===== config.mk =====
export PLATFORM = sky130hd
export DESIGN_NAME = rrt_ctrl
export DESIGN_NICKNAME = d
export VERILOG_FILES = /design/src/design/rrt_pkg.sv /design/src/design/rrt_ctrl.sv
export VERILOG_INCLUDE_DIRS = /design/src /design/src/design
export SDC_FILE = /design/constraint.sdc
export NUM_CORES = 1
export LEC_CHECK = 0
export BUFFER_PORTS_ARGS = -buffer_cell sky130_fd_sc_hd__buf_2
export CAP_MARGIN = 20
export CORE_AREA = 2 2 39 41
export CTS_CLUSTER_SIZE = 14
export DETAILED_ROUTE_END_ITERATION = 10
export DIE_AREA = 0 0 41 43
export PLACE_DENSITY = 0.52
export SYNTH_ARGS = -nofsm -noshare
export SYNTH_HDL_FRONTEND = slang
export SYNTH_SLANG_ARGS = --single-unit

===== constraint.sdc =====
create_clock -name clk -period 1.25 [get_ports clk]
set_input_delay 0.0625 -clock clk [delete_from_list [all_inputs] [get_ports clk]]
set_output_delay 0.0625 -clock clk [all_outputs]
set_load 0.02 [all_outputs]

===== src/design/rip_route_table_top_macros.svh =====
// Assertion macros for the route table block.
// Used by the controller and datapath files; no other dependencies.
`ifndef RIP_ROUTE_TABLE_TOP_MACROS_SVH
`define RIP_ROUTE_TABLE_TOP_MACROS_SVH
`ifndef SYNTHESIS
`define RRT_ASSERT(name, ck, rs, prop) \
  name: assert property (@(posedge ck) disable iff (rs) prop) \
    else $error("route table check failed");
`define RRT_NEVER(name, ck, rs, cond) \
  name: assert property (@(posedge ck) disable iff (rs) !(cond)) \
    else $error("route table forbidden condition");
`else
`define RRT_ASSERT(name, ck, rs, prop)
`define RRT_NEVER(name, ck, rs, cond)
`endif
`endif


===== src/design/rrt_pkg.sv =====
// Shared types and constants of the route table block.
// Used by every module of the block but rrt_ram; depends on nothing.
package rrt_pkg;

  localparam int TABLE_ENTRIES_DEF = 256;
  localparam int IFACE_COUNT = 2;
  localparam int SLOT_W = 8;
  localparam int CFG_W = 16;

  localparam logic [4:0] METRIC_INF = 5'd16;
  localparam logic [15:0] ROUTE_TIMEOUT_RST = 16'd180;
  localparam logic [15:0] FLUSH_TIMEOUT_RST = 16'd120;
  localparam logic [31:0] SECONDS_RST = 32'd1;

  // Register indexes of the configuration port.
  localparam logic CFG_ROUTE_TIMEOUT = 1'b0;
  localparam logic CFG_FLUSH_TIMEOUT = 1'b1;

  // Request actions.
  localparam logic [1:0] ACT_RX = 2'd0;
  localparam logic [1:0] ACT_LOCAL = 2'd1;
  localparam logic [1:0] ACT_TICK = 2'd2;
  localparam logic [1:0] ACT_READ = 2'd3;

  // Result status codes.
  localparam logic [2:0] ST_ADDED = 3'd0;
  localparam logic [2:0] ST_UPDATED = 3'd1;
  localparam logic [2:0] ST_IGNORED = 3'd2;
  localparam logic [2:0] ST_FULL = 3'd3;
  localparam logic [2:0] ST_LOCAL = 3'd4;
  localparam logic [2:0] ST_TICK = 3'd5;
  localparam logic [2:0] ST_READ = 3'd6;

  typedef struct packed {
    logic [1:0]  action;
    logic [31:0] net_address;
    logic [31:0] rx_metric;
    logic [31:0] next_hop;
    logic        iface;
    logic [7:0]  slot_index;
    logic        final_entry;
  } req_t;

  typedef struct packed {
    logic [2:0]  status;
    logic [7:0]  slot;
    logic        entry_valid;
    logic        withdrawn;
    logic [31:0] dest_out;
    logic [31:0] hop_out;
    logic [4:0]  metric_out;
    logic        iface_out;
    logic        install_route;
    logic [8:0]  removed_count;
    logic        packet_done;
  } rsp_t;

  // One slot of the route memory; wd marks a withdrawn route.
  typedef struct packed {
    logic [31:0] dest;
    logic [31:0] hop;
    logic [4:0]  metric;
    logic [31:0] stamp;
    logic        port;
    logic        wd;
  } entry_t;

  typedef enum logic [2:0] {
    S_IDLE, S_DISPATCH, S_READ, S_SCAN, S_FINISH, S_EMIT
  } state_t;

  typedef struct packed {
    logic start;
    logic read_issue;
    logic scan;
    logic finish;
    logic emit;
  } ctl_cmd_t;

  typedef struct packed {
    logic [1:0] act;
    logic       bad_iface;
    logic       scan_done;
    logic       out_free;
  } ctl_sts_t;

endpackage


===== src/design/rrt_ctrl.sv =====
// Sequencer of the route table: walks each request through its phases.
// Depends on rrt_pkg and the assertion macro header.
`include "rip_route_table_top_macros.svh"
module rrt_ctrl (
  input  logic              clk,
  input  logic              rst,
  input  logic              req_valid,
  output logic              req_stall,
  input  rrt_pkg::ctl_sts_t sts,
  output rrt_pkg::ctl_cmd_t cmd
);

  rrt_pkg::state_t state, state_next;

  // State register.
  always_ff @(posedge clk) begin
    if (rst) begin
      state <= rrt_pkg::S_IDLE;
    end else begin
      state <= state_next;
    end
  end

  // Next state.
  always_comb begin
    state_next = state;
    unique case (state)
      rrt_pkg::S_IDLE: begin
        if (req_valid) state_next = rrt_pkg::S_DISPATCH;
      end
      rrt_pkg::S_DISPATCH: begin
        if (sts.act == rrt_pkg::ACT_READ) begin
          state_next = rrt_pkg::S_READ;
        end else if (sts.act != rrt_pkg::ACT_TICK && sts.bad_iface) begin
          state_next = rrt_pkg::S_FINISH;
        end else begin
          state_next = rrt_pkg::S_SCAN;
        end
      end
      rrt_pkg::S_READ: state_next = rrt_pkg::S_FINISH;
      rrt_pkg::S_SCAN: begin
        if (sts.scan_done) state_next = rrt_pkg::S_FINISH;
      end
      rrt_pkg::S_FINISH: state_next = rrt_pkg::S_EMIT;
      rrt_pkg::S_EMIT: begin
        if (sts.out_free) state_next = rrt_pkg::S_IDLE;
      end
      default: state_next = rrt_pkg::S_IDLE;
    endcase
  end

  // Commands to the datapath.
  always_comb begin
    req_stall = (state != rrt_pkg::S_IDLE);
    cmd.start = (state == rrt_pkg::S_IDLE) && req_valid;
    cmd.read_issue = (state == rrt_pkg::S_READ);
    cmd.scan = (state == rrt_pkg::S_SCAN);
    cmd.finish = (state == rrt_pkg::S_FINISH);
    cmd.emit = (state == rrt_pkg::S_EMIT) && sts.out_free;
  end

  `RRT_ASSERT(a_start_dispatch, clk, rst, cmd.start |=> state == rrt_pkg::S_DISPATCH)

endmodule


-- Yosys cells after proc, flatten, opt, wreduce, memory -nomap -nowiden
Cells that the tools add are included.
- register bits after elaboration: 3
- bits of input ports: 8
- output and inout port bits: 6
- logic and storage cells: 23
- equality and inequality tests: 10
- mux-type cells: 6
- reduce and logical (&&, ||, !) cells: 6
- operators with widths (operator ; count):
    $pmux W3 S6 ; 1
    $mux W3 ; 5
    $ne A2 B2 Y1 const B ; 4
    $eq A3 B2 Y1 const B ; 2
    $eq A3 B3 Y1 const B ; 2
    $eq A3 B1 Y1 const B ; 1
    $logic_and A1 B1 Y1 ; 3
    $logic_not A3 Y1 ; 1
    $reduce_and A3 Y1 ; 1
    $reduce_bool A3 Y1 ; 1
    $eq A2 B2 Y1 const B ; 1

-- Depth between registers and ports, before layout
Gate-level depths: netlist (run 1).
- depth after elaboration: 5
- gate-level depth with buffers: 4
- mapped depth without buffers: 3

-- Least setup slack after synthesis (run 1)
No wires, ideal clock.
- kind: register to register
- start: register state[1]
- end: register state[2]
- setup time: 75 ps
- arrival time: 1330 ps
- data required time: 1175 ps
- setup slack: -155 ps
- cell stages (with the launch flop): 5
- path buffers: 1
- clock period less this slack: 1405 ps
- path through: dfxtp_1 > buf_2 > nor3b_1 > a221oi_1 > a31oi_1
- RTL lines (item ; RTL line ; RTL):
    start, declared ; rrt_ctrl.sv:13 ; rrt_pkg::state_t state, state_next;
    start signal, assigned ; rrt_ctrl.sv:18 ; state <= rrt_pkg::S_IDLE;
    start signal, assigned ; rrt_ctrl.sv:20 ; state <= state_next;

==> results_dict.tcl, run 1 <==
set metrics [dict create \
    grt_usage_pct 9.72 \
    route.detailed.drc 0 \
    dp_slack_ps 103 \
    place_inst 62 \
    gp_congestion 0.748 \
    path_class "reg2out" \
    h-tree-depth 1 \
    fin_cells 69 \
    initial_core_util_pct 18.9 \
    cp_max_fo 4 \
    regMostFlops "state" \
    core_area_um2 1380 \
    max_cap_viol_count 0 \
    p_total_uw 601 \
    setup_slack_ps -2.32 \
    ys_types 23 \
    slew_headroom_pct 81.5 \
    fin_nets 62 \
    setup_viol 1 \
    rows 14 \
    grt_pass1_wl_mm 1.13 \
    netlist_area_um2 262 \
    worstSetupEndpointType "primary output" \
    synth_warnings 0 \
    fill_cells 150 \
    grt_max_degree 10 \
    crit_path_cell_trace "or3_4, nor2_4, buf_6" \
    tightestPinTransition_ps 276 \
    io_buffers 13 \
    cp.required_ps 1190 \
    die_h_um 43 \
    path_clk_slew_ps 40 \
    ys_ff_latch 3 \
    critical-path-max-stage-delay_ps 410 \
    avgRoutedWirePerCell_um 10.3 \
    die_area_um2 1760 \
    cts_tree "built" \
    fin_crit_ps 1250 \
    crit_buf_inv 1 \
    reg_top3 "state: 3 flops" \
    status "finished, violations left" \
    cts_buffer_depth 2 \
    drive_above_1_share_pct 60.4 \
    grt_pass1_vias 290 \
    grt_antenna_before_repair 0 \
    largest_reg_flops 3 \
    syn_avg_cell_area_um2 7.69 \
    fmax_mhz 799 \
    viasPerCell 4.43 \
    hpwlAfterDp_um 489 \
    cts_buffers 3 \
    diodes 0 \
    p_leak_nw 0.192 \
    fp.dieW_um 41 \
    ios 14 \
    clk_latency_ps 230 \
    p_per_area_nw_per_um2 1370 \
    cp_top_family "simple AND/OR/NAND/NOR gates" \
    worstHoldPathType "in2reg" \
    cp_slowest_cell "or3_4" \
    arrival_ps 1190 \
    syn_nets 42 \
    syn_inst 34 \
    start_kind "register" \
    drtIter0Drc 1 \
    hold_violations 0 \
    wl_um 713 \
    fin_worst_skew_ps 6.71 \
    violations "setup timing" \
    vdd_drop_max_uv 450 \
    postRouteAntennaNets 0 \
    vias 306 \
    rsz0062_at_grt "true" \
    cts-root-buf "clkbuf_4" \
    area_growth_pct 67.9 \
    first_pass_iters 2 \
    overflow 0 \
    min_period_over_period_pct 100 \
    ys_seq_area_share_pct 23.0 \
    clock_sinks 3 \
    drv_slew 0 \
]
## area by class of cell
type                       count  area, µm²  share of cell area (%)
clock buffer                   4       26.3                    5.98
inverter                       4       15.0                    3.42
multi-input combinational     25        196                    44.7
sequential                     3       71.3                    16.2
tap                           16       20.0                    4.56
timing repair buffer          17        110                    25.1
## per-stage QoR
step                area, µm²  hold WS, ps  utilization, %  TNS, ps
floorplan                 267          139               -        0
global placement          343          277            24.8        0
detailed placement        343          279            24.8        0
CTS                       405         21.0            29.3    -21.8
global route              439         37.9            31.7     -113
finish                    439         37.9            31.7    -2.32
## logic make-up after synthesis
family | Yosys count | synth area share [%]
simple gates | 17 | 44.5
compound gates | 8 | 20.6
buf+inv | 6 | 12.0
flops | 3 | 23.0
## report_power, final
| part | internal, mW | switching (mW) | total [mW] |
|---|---|---|---|
| Sequential | 0.119 | 0.0270 | 0.146 |
| Combinational | 0.146 | 0.139 | 0.285 |
| Clock | 0.120 | 0.0505 | 0.170 |
| Total | 0.385 | 0.216 | 0.601 |
## cells in the final DEF (no fill, tap or decap)
cell type	Yosys	layout
nor3_2	0	1
clkbuf_1	0	1
inv_2	1	1
nor3b_2	1	2
buf_4	0	5
clkbuf_4	0	3
dfxtp_4	0	3
nor2_4	0	1
o21ai_0	1	1
a311o_1	1	1
nor2_1	2	1
nor4_2	0	1
buf_2	1	10
a31oi_1	2	2
nor2b_1	2	1
or3_4	1	1
inv_1	3	3
a211oi_1	1	1
nand2b_1	1	1
nor3b_1	3	2
and2_1	1	1
o21ai_1	1	1
nand2b_4	1	1
buf_6	1	2
a21oi_1	1	1
a221oi_1	1	1
nor2b_2	0	1
nor3_1	2	1
nand2_1	2	2
## cells in the mapped netlist
cell type / n / area share [%]
a211oi_1: 1 / 2.9
a21oi_1: 1 / 1.9
a221oi_1: 1 / 3.3
a311o_1: 1 / 3.8
a31oi_1: 2 / 4.8
and2_1: 1 / 2.4
buf_2: 1 / 1.9
buf_6: 1 / 4.3
dfxtp_1: 3 / 23
inv_1: 3 / 4.3
inv_2: 1 / 1.4
nand2_1: 2 / 2.9
nand2b_1: 1 / 2.4
nand2b_4: 1 / 5.3
nor2_1: 2 / 2.9
nor2b_1: 2 / 4.8
nor3_1: 2 / 3.8
nor3b_1: 3 / 8.6
nor3b_2: 1 / 4.8
nor4_1: 1 / 2.4
o21ai_0: 1 / 1.9
o21ai_1: 1 / 1.9
or3_4: 1 / 4.3
## per-layer routing
| metal | vias to the layer above | part of all wire (%) | global-route usage (%) |
|---|---|---|---|
| li1 | 158 | - | - |
| met4 | 0 | 0 | 6.00 |
| met1 | 136 | 50 | 12.8 |
| met5 | - | 0 | 0 |
| met3 | 0 | 6.6 | 4.19 |
| met2 | 12 | 44 | 12.5 |
## worst paths after layout
kind	from	endpoint	slack, ps	depth (start not counted)
setup / recovery	state[0]	cmd[4]	-2	3
hold / removal	rst	state[0]	40	2
setup reg to reg	state[0]	state[2]	90	4
hold reg to reg	state[0]	state[0]	590	2
## what timing repair did
| action | CTS | global route |
|---|---|---|
| buffers inserted | 3 | 0 |
| resized for setup | 7 | 9 |
| setup endpoints to repair | 4 | 5 |
| hold buffers | 0 | 0 |
No activity file was read; power rests on OpenSTA's default activity.
==> run 2: changes to the inputs <==
clock period = 1.5 ns   (was 1.25 ns; I/O delays follow)
==> run 2 against run 1 <==
Net effect:
- the flow now finishes without violations
- total power decreased by 29%
- utilization decreased by 6.0 points
- wire length decreased by 18%
- final area shrank 19%
- largest power group unchanged
==> results_dict.tcl, run 2 (same netlist as run 1, synthesis figures left out) <==
set metrics [dict create \
    ctsHoldBuffers 0 \
    fmax_mhz 732 \
    path_class "reg2out" \
    cp.required_ps 1420 \
    die_area_um2 1760 \
    place_inst 61 \
    fill_cells 149 \
    worstHoldPathType "in2reg" \
    rows 14 \
    grt_pass1_wl_um 952 \
    fin_crit_ps 1370 \
    cp_max_fo 8 \
    slew_headroom_pct 73.3 \
    cp-startpoint "state[0]" \
    fin_nets 58 \
    r2r-start "state[1]" \
    tightestPinTransition_ps 400 \
    wl_um 584 \
    viasPerCell 4.22 \
    cts_buffers 3 \
    grt_max_degree 14 \
    max_cap_viol_count 0 \
    postRouteAntennaNets 0 \
    clk_latency_ps 230 \
    cts_tree "built" \
    critical-path-max-stage-delay_ps 450 \
    reg_top3 "state: 3 flops" \
    finish.utilization_pct 25.8 \
    reg2reg_to "state[2]" \
    final_common_cell "buf_2" \
    drtIter0Drc 2 \
    ios 14 \
    post_cts_buffers 0 \
    diodes 0 \
    gp_congestion 0.756 \
    grt_antenna_before_repair 0 \
    drive_above_1_share_pct 40.8 \
    largest_reg_flops 3 \
    vias 274 \
    die_h_um 43 \
    initial_core_util_pct 18.9 \
    ff2ff_path_depth 3 \
    arrival_ps 1290 \
    worstSetupEndpointType "primary output" \
    overflow 0 \
    crit_path_cell_trace "nor2b_1, and2_1, buf_2" \
    clock_sinks 3 \
    area_growth_pct 36.4 \
    min_period_over_period_pct 91.1 \
    cp_slowest_cell "dfxtp_1" \
    fin_cells 65 \
    grt_usage_pct 7.92 \
    start_kind "register" \
    vdd_drop_max_uv 282 \
    h-tree-depth 1 \
    drv_slew 0 \
    core_area_um2 1380 \
    layout_common_cells "13 x buf_2, 3 x nor3b_1, 3 x inv_1, 3 x clkbuf_4, 3 x dfxtp_1" \
    hold_violations 0 \
    status "complete, no violations" \
    crit_end "cmd[2]" \
    p_leak_nw 0.161 \
    route.detailed.drc 0 \
    hpwlAfterDp_um 452 \
    fp.dieW_um 41 \
    grt_pass1_vias 231 \
    rsz0062_at_grt "false" \
    cts_buffer_depth 2 \
    reg2reg_slack_ps 300 \
    regMostFlops "state" \
    setup_viol 0 \
    tns_ps 0 \
    io_buffers 13 \
    p_per_area_nw_per_um2 1200 \
    cts-root-buf "clkbuf_4" \
    first_pass_iters 2 \
    fin_worst_skew_ps 0.171 \
    cts.repair.resized 0 \
    path_clk_slew_ps 40 \
    avgRoutedWirePerCell_um 8.98 \
]
run 2: changes by cell type in the layout (fill, tap and decap cells not counted), moves of 2 or more:
cell / previous run / this run
buf_6: 2 / 0
buf_2: 10 / 13
buf_4: 5 / 0
dfxtp_4: 3 / 0
dfxtp_1: 0 / 3
run 2: worst min path at each step:
stage	slack [ps]	to	startpoint	cells after the start
2_1_floorplan	150	state[1]	rst	1
3_3_place_gp	290	state[1]	rst	2
3_5_place_dp	290	state[0]	rst	2
4_1_cts	40	state[0]	rst	2
5_1_grt	50	state[0]	rst	2
6_report	50	state[0]	rst	2
run 2: critical path, delay by kind of cell (launching register included):
family | cells | cell delay, ps
flip-flops | 1 | 450
AND/OR/NAND/NOR | 2 | 460
buffers and inverters | 1 | 160
run 2: routing by layer:
layer  share of wire (%)  up-vias  global-route usage [%]
met1                  54      112                    12.8
met5                   0        -                       0
li1                    -      151                       -
met3                 7.7        0                    1.57
met2                  39       11                    8.44
met4                   0        0                    6.00
run 2: power by group:
part	total [mW]	internal [mW]	switching (mW)
logic	0.165	0.0817	0.0835
registers	0.125	0.0941	0.0313
clock network	0.138	0.0995	0.0390
total	0.429	0.275	0.154
run 2: layout make-up:
type	count	area (µm²)	share of cell area, %
clock buffers	4	26.3	7.37
inverters	4	15.0	4.21
multi-input cells	25	170	47.7
flip-flops and latches	3	60.1	16.8
well taps	16	20.0	5.61
repair buffers	13	65.1	18.2
run 2: metrics by stage:
step	cell area (µm²)	total power, mW	setup slack, ps	hold slack (ps)
global route	357	0.465	27.8	46.7
finish	357	0.429	134	53.0
floorplan	262	0.256	95.0	151
CTS	357	0.440	96.7	40.9
global placement	330	0.296	271	292
detailed placement	330	0.294	296	286
